**config.mk**
```make
export PLATFORM = sky130hd
export DESIGN_NAME = kway_timestamp_merge
export DESIGN_NICKNAME = d
export VERILOG_FILES = /design/src/kwm_pkg.sv /design/src/kway_timestamp_merge.sv /design/src/kwm_head_ram.sv /design/src/kwm_merge_ctrl.sv
export SDC_FILE = /design/constraint.sdc
export NUM_CORES = 1
export LEC_CHECK = 0
export BUFFER_PORTS_ARGS = -buffer_cell sky130_fd_sc_hd__buf_2
export CORE_MARGIN = 2
export CORE_UTILIZATION = 60
export CTS_CLUSTER_SIZE = 16
export DETAILED_ROUTE_END_ITERATION = 8
export PLACE_DENSITY = 0.79
export SLEW_MARGIN = 40
export SYNTH_ARGS = -nofsm -noshare
export SYNTH_HDL_FRONTEND = slang
export SYNTH_SLANG_ARGS = --single-unit
```
**constraint.sdc**
```tcl
create_clock -name clk -period 11.8 [get_ports clk]
set_input_delay 0 -clock clk [delete_from_list [all_inputs] [get_ports clk]]
set_output_delay 0 -clock clk [all_outputs]
set_load 0.02 [all_outputs]
```
**src/kwm_pkg.sv**
```systemverilog
`timescale 1ns / 1ps
// ----------------------------------------------------------------------------
// kwm_pkg
// Shared widths, constants and types for the k-way timestamp merge.
// ----------------------------------------------------------------------------
package kwm_pkg;

  localparam int MAX_STREAMS = 8;
  localparam int SID_W       = 3;
  localparam int CNT_W       = 4;
  localparam int DATA_W      = 32;

  localparam logic [CNT_W-1:0]  STREAM_COUNT_RESET = 4'd8;
  localparam logic [CNT_W-1:0]  STREAM_COUNT_MAX   = CNT_W'(MAX_STREAMS);
  localparam logic [DATA_W-1:0] COUNT_MAX          = '1;

  localparam logic ACT_REQUEST = 1'b0;
  localparam logic ACT_END     = 1'b1;

  typedef struct packed {
    logic [DATA_W-1:0] bytes;
    logic [DATA_W-1:0] obj;
    logic [DATA_W-1:0] ts;
  } head_t;

  typedef struct packed {
    logic              en;
    logic [SID_W-1:0]  addr;
    head_t             data;
  } ram_wr_t;

  typedef struct packed {
    logic [DATA_W-1:0] number;
    logic [DATA_W-1:0] bytes;
    logic [DATA_W-1:0] obj;
    logic [DATA_W-1:0] ts;
  } res_t;

endpackage

```
**src/kway_timestamp_merge.sv**
```systemverilog
`timescale 1ns / 1ps
// ----------------------------------------------------------------------------
// kway_timestamp_merge
// Merges up to eight timestamp-ordered request streams into one ordered
// stream, smallest head first, ties to the lowest stream number.
//
//   channel  dir  handshake            payload
//   s_       in   s_tvalid / s_tready  s_tuser action,stream_id; s_tdata request
//   m_       out  m_tvalid / m_tready  m_tdata ts,object,size,item_number
//   cfg_     in   cfg_valid/cfg_ready  cfg_data stream_count
//
// Before an emission, the head memory is read one entry per cycle through
// its single read port, over the effective stream count, to find the
// minimum timestamp. The output register holds a result while the next
// item is accepted; a stalled output holds the block in its emit step.
// Reset is synchronous and clears all stream flags, the count and the
// stream count (back to eight).
// ----------------------------------------------------------------------------
module kway_timestamp_merge (
  input  logic                      clk,
  input  logic                      rst,
  input  logic                      s_tvalid,
  output logic                      s_tready,
  input  logic [95:0]               s_tdata,   // timestamp, object_id, object_size
  input  logic [3:0]                s_tuser,   // action, stream_id
  output logic                      m_tvalid,
  input  logic                      m_tready,
  output logic [127:0]              m_tdata,   // out_timestamp, out_object_id,
                                               // out_size, item_number
  input  logic                      cfg_valid,
  output logic                      cfg_ready,
  input  logic [kwm_pkg::CNT_W-1:0] cfg_data   // stream_count
);
  import kwm_pkg::*;

  logic [CNT_W-1:0] stream_count;
  head_t            in_head;
  logic             emit_valid;
  logic             emit_ready;
  res_t             emit_res;
  res_t             out_res;
  ram_wr_t          ram_wr;
  logic             ram_rd_en;
  logic [SID_W-1:0] ram_rd_addr;
  head_t            ram_rd_data;

  assign cfg_ready = 1'b1;

  always_ff @(posedge clk) begin
    if (rst) begin
      stream_count <= STREAM_COUNT_RESET;
    end else if (cfg_valid && cfg_ready) begin
      stream_count <= cfg_data;
    end
  end

  assign in_head.ts    = s_tdata[31:0];
  assign in_head.obj   = s_tdata[63:32];
  assign in_head.bytes = s_tdata[95:64];

  assign emit_ready = !m_tvalid || m_tready;

  always_ff @(posedge clk) begin
    if (rst) begin
      m_tvalid <= 1'b0;
    end else if (emit_valid && emit_ready) begin
      m_tvalid <= 1'b1;
    end else if (m_tready) begin
      m_tvalid <= 1'b0;
    end
  end

  always_ff @(posedge clk) begin
    if (emit_valid && emit_ready) begin
      out_res <= emit_res;
    end
  end

  assign m_tdata = {out_res.number, out_res.bytes, out_res.obj, out_res.ts};

  kwm_merge_ctrl u_ctrl (
    .clk          (clk),
    .rst          (rst),
    .stream_count (stream_count),
    .in_valid     (s_tvalid),
    .in_ready     (s_tready),
    .in_action    (s_tuser[0]),
    .in_sid       (s_tuser[3:1]),
    .in_head      (in_head),
    .emit_valid   (emit_valid),
    .emit_ready   (emit_ready),
    .emit_res     (emit_res),
    .ram_wr       (ram_wr),
    .ram_rd_en    (ram_rd_en),
    .ram_rd_addr  (ram_rd_addr),
    .ram_rd_data  (ram_rd_data)
  );

  kwm_head_ram u_ram (
    .clk     (clk),
    .wr      (ram_wr),
    .rd_en   (ram_rd_en),
    .rd_addr (ram_rd_addr),
    .rd_data (ram_rd_data)
  );

endmodule

```
**src/kwm_head_ram.sv**
```systemverilog
`timescale 1ns / 1ps
// ----------------------------------------------------------------------------
// kwm_head_ram
// Head storage, one entry per stream: timestamp, object id and size.
// One write port, one read port with registered read data.
// ----------------------------------------------------------------------------
module kwm_head_ram (
  input  logic                     clk,
  input  kwm_pkg::ram_wr_t         wr,
  input  logic                     rd_en,
  input  logic [kwm_pkg::SID_W-1:0] rd_addr,
  output kwm_pkg::head_t           rd_data
);
  import kwm_pkg::*;

  head_t mem [MAX_STREAMS];

  always_ff @(posedge clk) begin
    if (wr.en) begin
      mem[wr.addr] <= wr.data;
    end
    if (rd_en) begin
      rd_data <= mem[rd_addr];
    end
  end

endmodule

```
**src/kwm_merge_ctrl.sv**
```systemverilog
`timescale 1ns / 1ps
// ----------------------------------------------------------------------------
// kwm_merge_ctrl
// Stream flags, input handling and the sequential minimum search over the
// head memory, one entry per cycle, followed by the emission of the winner.
// ----------------------------------------------------------------------------
module kwm_merge_ctrl (
  input  logic                      clk,
  input  logic                      rst,
  input  logic [kwm_pkg::CNT_W-1:0] stream_count,
  input  logic                      in_valid,
  output logic                      in_ready,
  input  logic                      in_action,
  input  logic [kwm_pkg::SID_W-1:0] in_sid,
  input  kwm_pkg::head_t            in_head,
  output logic                      emit_valid,
  input  logic                      emit_ready,
  output kwm_pkg::res_t             emit_res,
  output kwm_pkg::ram_wr_t          ram_wr,
  output logic                      ram_rd_en,
  output logic [kwm_pkg::SID_W-1:0] ram_rd_addr,
  input  kwm_pkg::head_t            ram_rd_data
);
  import kwm_pkg::*;

  localparam logic [1:0] ST_IDLE  = 2'd0;
  localparam logic [1:0] ST_CHECK = 2'd1;
  localparam logic [1:0] ST_SCAN  = 2'd2;
  localparam logic [1:0] ST_EMIT  = 2'd3;

  logic [1:0]             state;
  logic [MAX_STREAMS-1:0] head_valid;
  logic [MAX_STREAMS-1:0] stream_done;
  logic [DATA_W-1:0]      emit_count;
  logic [DATA_W-1:0]      count_next;

  logic [CNT_W-1:0]       scan_addr;
  logic                   rd_pend;
  logic [SID_W-1:0]       rd_idx;
  logic                   found;
  logic [SID_W-1:0]       best_idx;
  head_t                  best;

  logic [CNT_W-1:0]       n;
  logic                   accept;
  logic                   take;
  logic                   all_ready;
  logic                   any_head;
  logic                   emit_fire;
  logic                   scan_issue;

  assign n         = (stream_count > STREAM_COUNT_MAX) ? STREAM_COUNT_MAX : stream_count;
  assign in_ready  = (state == ST_IDLE);
  assign accept    = in_valid && in_ready;
  assign take      = ({1'b0, in_sid} < n) && !head_valid[in_sid] && !stream_done[in_sid];
  assign emit_fire = (state == ST_EMIT) && emit_ready;
  assign scan_issue = (state == ST_SCAN) && (scan_addr < n);

  always_comb begin
    all_ready = 1'b1;
    any_head  = 1'b0;
    for (int s = 0; s < MAX_STREAMS; s++) begin
      if (CNT_W'(s) < n) begin
        if (!head_valid[s] && !stream_done[s]) begin
          all_ready = 1'b0;
        end
        if (head_valid[s]) begin
          any_head = 1'b1;
        end
      end
    end
  end

  assign count_next = (emit_count == COUNT_MAX) ? emit_count : emit_count + DATA_W'(1);

  assign ram_wr.en    = accept && take && (in_action == ACT_REQUEST);
  assign ram_wr.addr  = in_sid;
  assign ram_wr.data  = in_head;
  assign ram_rd_en    = scan_issue;
  assign ram_rd_addr  = scan_addr[SID_W-1:0];

  assign emit_valid      = (state == ST_EMIT);
  assign emit_res.ts     = best.ts;
  assign emit_res.obj    = best.obj;
  assign emit_res.bytes  = best.bytes;
  assign emit_res.number = count_next;

  always_ff @(posedge clk) begin
    if (rst) begin
      state       <= ST_IDLE;
      head_valid  <= '0;
      stream_done <= '0;
      emit_count  <= '0;
      rd_pend     <= 1'b0;
      found       <= 1'b0;
      scan_addr   <= '0;
    end else begin
      case (state)
        ST_IDLE: begin
          if (accept) begin
            if (take && (in_action == ACT_REQUEST)) begin
              head_valid[in_sid] <= 1'b1;
            end
            if (take && (in_action == ACT_END)) begin
              stream_done[in_sid] <= 1'b1;
            end
            state <= ST_CHECK;
          end
        end
        ST_CHECK: begin
          scan_addr <= '0;
          rd_pend   <= 1'b0;
          found     <= 1'b0;
          state     <= (all_ready && any_head) ? ST_SCAN : ST_IDLE;
        end
        ST_SCAN: begin
          if (scan_issue) begin
            scan_addr <= scan_addr + CNT_W'(1);
          end
          rd_pend <= scan_issue;
          if (rd_pend && head_valid[rd_idx] && (!found || ram_rd_data.ts < best.ts)) begin
            found <= 1'b1;
          end
          if (!scan_issue && !rd_pend) begin
            state <= ST_EMIT;
          end
        end
        ST_EMIT: begin
          if (emit_ready) begin
            head_valid[best_idx] <= 1'b0;
            emit_count           <= count_next;
            state                <= ST_IDLE;
          end
        end
        default: begin
          state <= ST_IDLE;
        end
      endcase
    end
  end

  always_ff @(posedge clk) begin
    if (scan_issue) begin
      rd_idx <= scan_addr[SID_W-1:0];
    end
    if (state == ST_SCAN && rd_pend && head_valid[rd_idx] &&
        (!found || ram_rd_data.ts < best.ts)) begin
      best     <= ram_rd_data;
      best_idx <= rd_idx;
    end
  end

`ifndef NO_ASSERTIONS
  a_no_valid_and_done: assert property (@(posedge clk) disable iff (rst)
    (head_valid & stream_done) == '0)
    else $error("stream holds a head and is marked ended");

  a_emit_held_head: assert property (@(posedge clk) disable iff (rst)
    emit_fire |-> head_valid[best_idx] && found)
    else $error("emitting a stream that holds no head");

  a_emit_clears_head: assert property (@(posedge clk) disable iff (rst)
    emit_fire |=> !head_valid[$past(best_idx)])
    else $error("emitted head still marked valid");

  a_count_step: assert property (@(posedge clk) disable iff (rst)
    emit_fire && (emit_count != COUNT_MAX) |=> emit_count == $past(emit_count) + DATA_W'(1))
    else $error("emit count did not advance");
`endif

endmodule

```
==> impl_metrics.env <==
export IMPL_clkTransAtPathRegs_ps=70
export IMPL_layout_nets=2634
export IMPL_syn_avg_cell_area_sq_um=21.0
export IMPL_ys_ff_latch=1155
export IMPL_boundaryPins=240
export IMPL_ys_types=64
export IMPL_grt_setup_unrepaired="false"
export IMPL_dieArea_sq_mm=0.0745
export IMPL_synth_seq_area_share_pct=78.5
export IMPL_drc=0
export IMPL_min_period_ps=4620
export IMPL_num_rows=98
export IMPL_worst_path_buf_inv=4
export IMPL_clkPwrFrac_pct=43.7
export IMPL_reg2reg_from="stream_count[3]"
export IMPL_crit_top_cell="buf_4"
export IMPL_finalInstanceArea_sq_mm=0.0509
export IMPL_cts_setup_buffers=0
export IMPL_relSlewSlack_pct=39.6
export IMPL_syn_inst=2069
export IMPL_clkLatencyLatePin_ps=730
export IMPL_p_int_mw=6.61
export IMPL_fin_tns_setup_ps=0
export IMPL_switching_share_pct=20.3
export IMPL_core_area_sq_mm=0.0716
export IMPL_grt_pass1_wl_um=146000
export IMPL_tightest_slew_ps=906
export IMPL_first_iter_violations=2237
export IMPL_final_common_cell="edfxtp_1"
export IMPL_arrival_ps=4920
export IMPL_dr_pass1_iters=6
export IMPL_maxCapViolCount=0
export IMPL_hp_class="input port to flop"
export IMPL_cts_buffer_depth=3
export IMPL_grt_overflow_total=0
export IMPL_cp_slowest_stage_delay_ps=680
export IMPL_drive_gt1_share_pct=29.9
export IMPL_cp_startpoint="stream_count[3]"
export IMPL_holdCritStartpoint="s_tdata[84]"
export IMPL_yosys_warnings=0
export IMPL_critical_path_peak_fanout=63
export IMPL_final_cell_mix="1094 x edfxtp_1, 238 x buf_2, 194 x mux4_2"
export IMPL_cts_made_buffers=107
export IMPL_comb_power_share_pct=1.9
export IMPL_grt_max_degree=85
export IMPL_cpLargestDelayFamily="buffers and inverters"
export IMPL_busiest_layer="met2"
export IMPL_wl_per_cell_um=28.0
export IMPL_synth_ff_type="edfxtp_1"
export IMPL_netSwitchingPower_mw=1.68
export IMPL_place_congestion=0.830
export IMPL_path_cells="inv_1 > nand2_1 > ha_1 > a211oi_1 > or3_1 > nand4_1 > buf_4 > nor2_4 > buf_4 > buf_6"
export IMPL_required_ps=12100
export IMPL_gr_usage_met3_pct=4.79
export IMPL_cp_slowest_cell="buf_6"
export IMPL_p_per_area_mw_per_mm2=163
export IMPL_timing_fmax_ghz=0.216
export IMPL_start_util_pct=60.6
export IMPL_maxSlewViolCount=0
export IMPL_numPortBuffers=238
export IMPL_crit_path_end_kind="flop"
export IMPL_drt_total_wl_um=99000
export IMPL_cts_root_buf="clkbuf_16"
export IMPL_area_growth_pct=17.2
export IMPL_total_power_mw=8.29
export IMPL_critical_path_class="flop to flop"
export IMPL_ant_nets=0
export IMPL_cts_sinks=1155
export IMPL_synth_area_sq_mm=0.0434
export IMPL_seqPwrFrac_pct=54.4
export IMPL_r2r_slack_ps=7180
export IMPL_grt_pass1_vias=22500
export IMPL_setup_viol=0
export IMPL_fin_crit_sh_pct=39.2
export IMPL_peakVddDrop_uv=159
export IMPL_vias_per_cell=6.23
export IMPL_dieWidth_um=273
export IMPL_fin_skew_ps=61.0
export IMPL_hold_viol=0
export IMPL_dp_hpwl_um=51800
export IMPL_async_flop_share_pct=0
export IMPL_use_met2_pct=45.6
export IMPL_syn_nets=2220
export IMPL_antenna_found_initial=14
export IMPL_status="finished clean"
export IMPL_setup_worst_path_start_class="flop"
export IMPL_synth_edf_count=1094
export IMPL_vias=22000
export IMPL_die_y_um=273
export IMPL_htreeDepth=3
export IMPL_grtUsageTotal_pct=26.8
export IMPL_leakage_nw=16.6
export IMPL_cts_tree="built"
export IMPL_holdWs_ps=105
export IMPL_grt_met1_usage_pct=35.0
export IMPL_place_area_sq_mm=0.0459
==> per-layer routing <==
metal	part of all wire [%]	vias to the layer above	wire length (um)
li1	-	9319	-
met1	37	11400	37100
met2	52	1109	51600
met3	7.2	195	7120
met4	3.1	12	3100
met5	0.064	-	63
==> stage by stage <==
stage	utilization (%)	setup slack [ps]	std cells
after floorplan	-	2560	2069
after global placement	63.9	6780	3196
after detailed placement	64.1	7250	3204
after CTS	71.0	7220	3525
after global routing	71.0	6940	3533
final	71.1	7180	3535
==> worst paths after layout <==
check / end / cells after the start
worst max-delay path: u_ram.mem[7][61] / 10
worst max register to register: u_ram.mem[7][61] / 10
worst min-delay path: u_ram.mem[6][84] / 2
worst min register to register: u_ctrl.emit_res[91] / 0
==> area by class of cell <==
cell class | count | area, sq um
tap | 950 | 1190
inverter | 49 | 194
clock buffer | 124 | 2760
timing repair buffer | 395 | 2810
sequential | 1155 | 34100
multi-input combinational | 775 | 8840
antenna | 10 | 25.0
clock inverter | 77 | 973
fill | 4120 | 20700
==> cell families (layout without fill, tap and decap cells) <==
logic type	after synthesis	in the layout	share of synthesized area (%)
compound gates	157	157	2.50
xor+xnor	30	30	0.605
fa+ha+maj	42	42	1.21
buf+inv	139	645	1.33
flops	1155	1155	78.5
mux	303	303	12.9
other cells	1	11	0.00864
simple gates	242	242	2.95
==> state kept, by name, indices dropped and copies added, names as in the netlist, named ones only <==
name / count
u_ctrl.head_valid: 8
u_ctrl.rd_idx: 3
u_ctrl.state: 1
m_tvalid: 1
u_ctrl.emit_count: 32
m_tdata: 128
stream_count: 4
u_ctrl.stream_done: 8
u_ram.rd_data: 96
u_ctrl.emit_res: 96
u_ram.mem: 768
u_ctrl.scan_addr: 4
u_ctrl.rd_pend: 1
u_ctrl.found: 1
u_ctrl.best_idx: 3
==> power by group through the flow <==
stage               Clock [mW]  Sequential, mW  Combinational [mW]
floorplan                    0            4.59              0.0474
global placement             0            4.59               0.113
detailed placement           0            4.59               0.119
CTS                       3.65            4.51               0.157
global route              3.81            4.51               0.171
finish                    3.62            4.51               0.159
==> cell usage after synthesis (all sizes together), types with 2 or more instances <==
master  instances  area, sq um
o22ai           8         50.1
dfxtp          61         1220
mux2          105         1180
o31ai          20          178
xnor2           7         61.3
o311ai          2         35.0
nand2b          7         43.8
a41oi          15          131
nand4          16          106
nor3           26          130
a31oi           3         18.8
nor2           69          259
edfxtp       1094        32900
nand4b          2         17.5
mux4          194         4370
inv            48          180
xor2           23          201
clkbuf         48          180
nand3          11         55.1
or3b            4         35.0
ha             42          526
o21ai          27          135
a211oi         15          113
or2             4         25.0
nand3b          4         30.0
mux2i           4         40.0
a21o            2         15.0
nor2b           8         50.1
or4            18          139
o21a            5         37.5
nor4           10         83.8
nand2          39          146
a311oi          5         43.8
nor3b           2         15.0
or3            14         87.6
a21oi          42          210
o211ai          4         30.0
buf            42          213
and3            4         25.0
==> timing repair <==
item | in CTS | in global routing
endpoints found under the hold margin | 818 | 0
resized for setup | 0 | 0
hold buffers | 120 | 0
No activity file was read; power rests on OpenSTA's default activity.
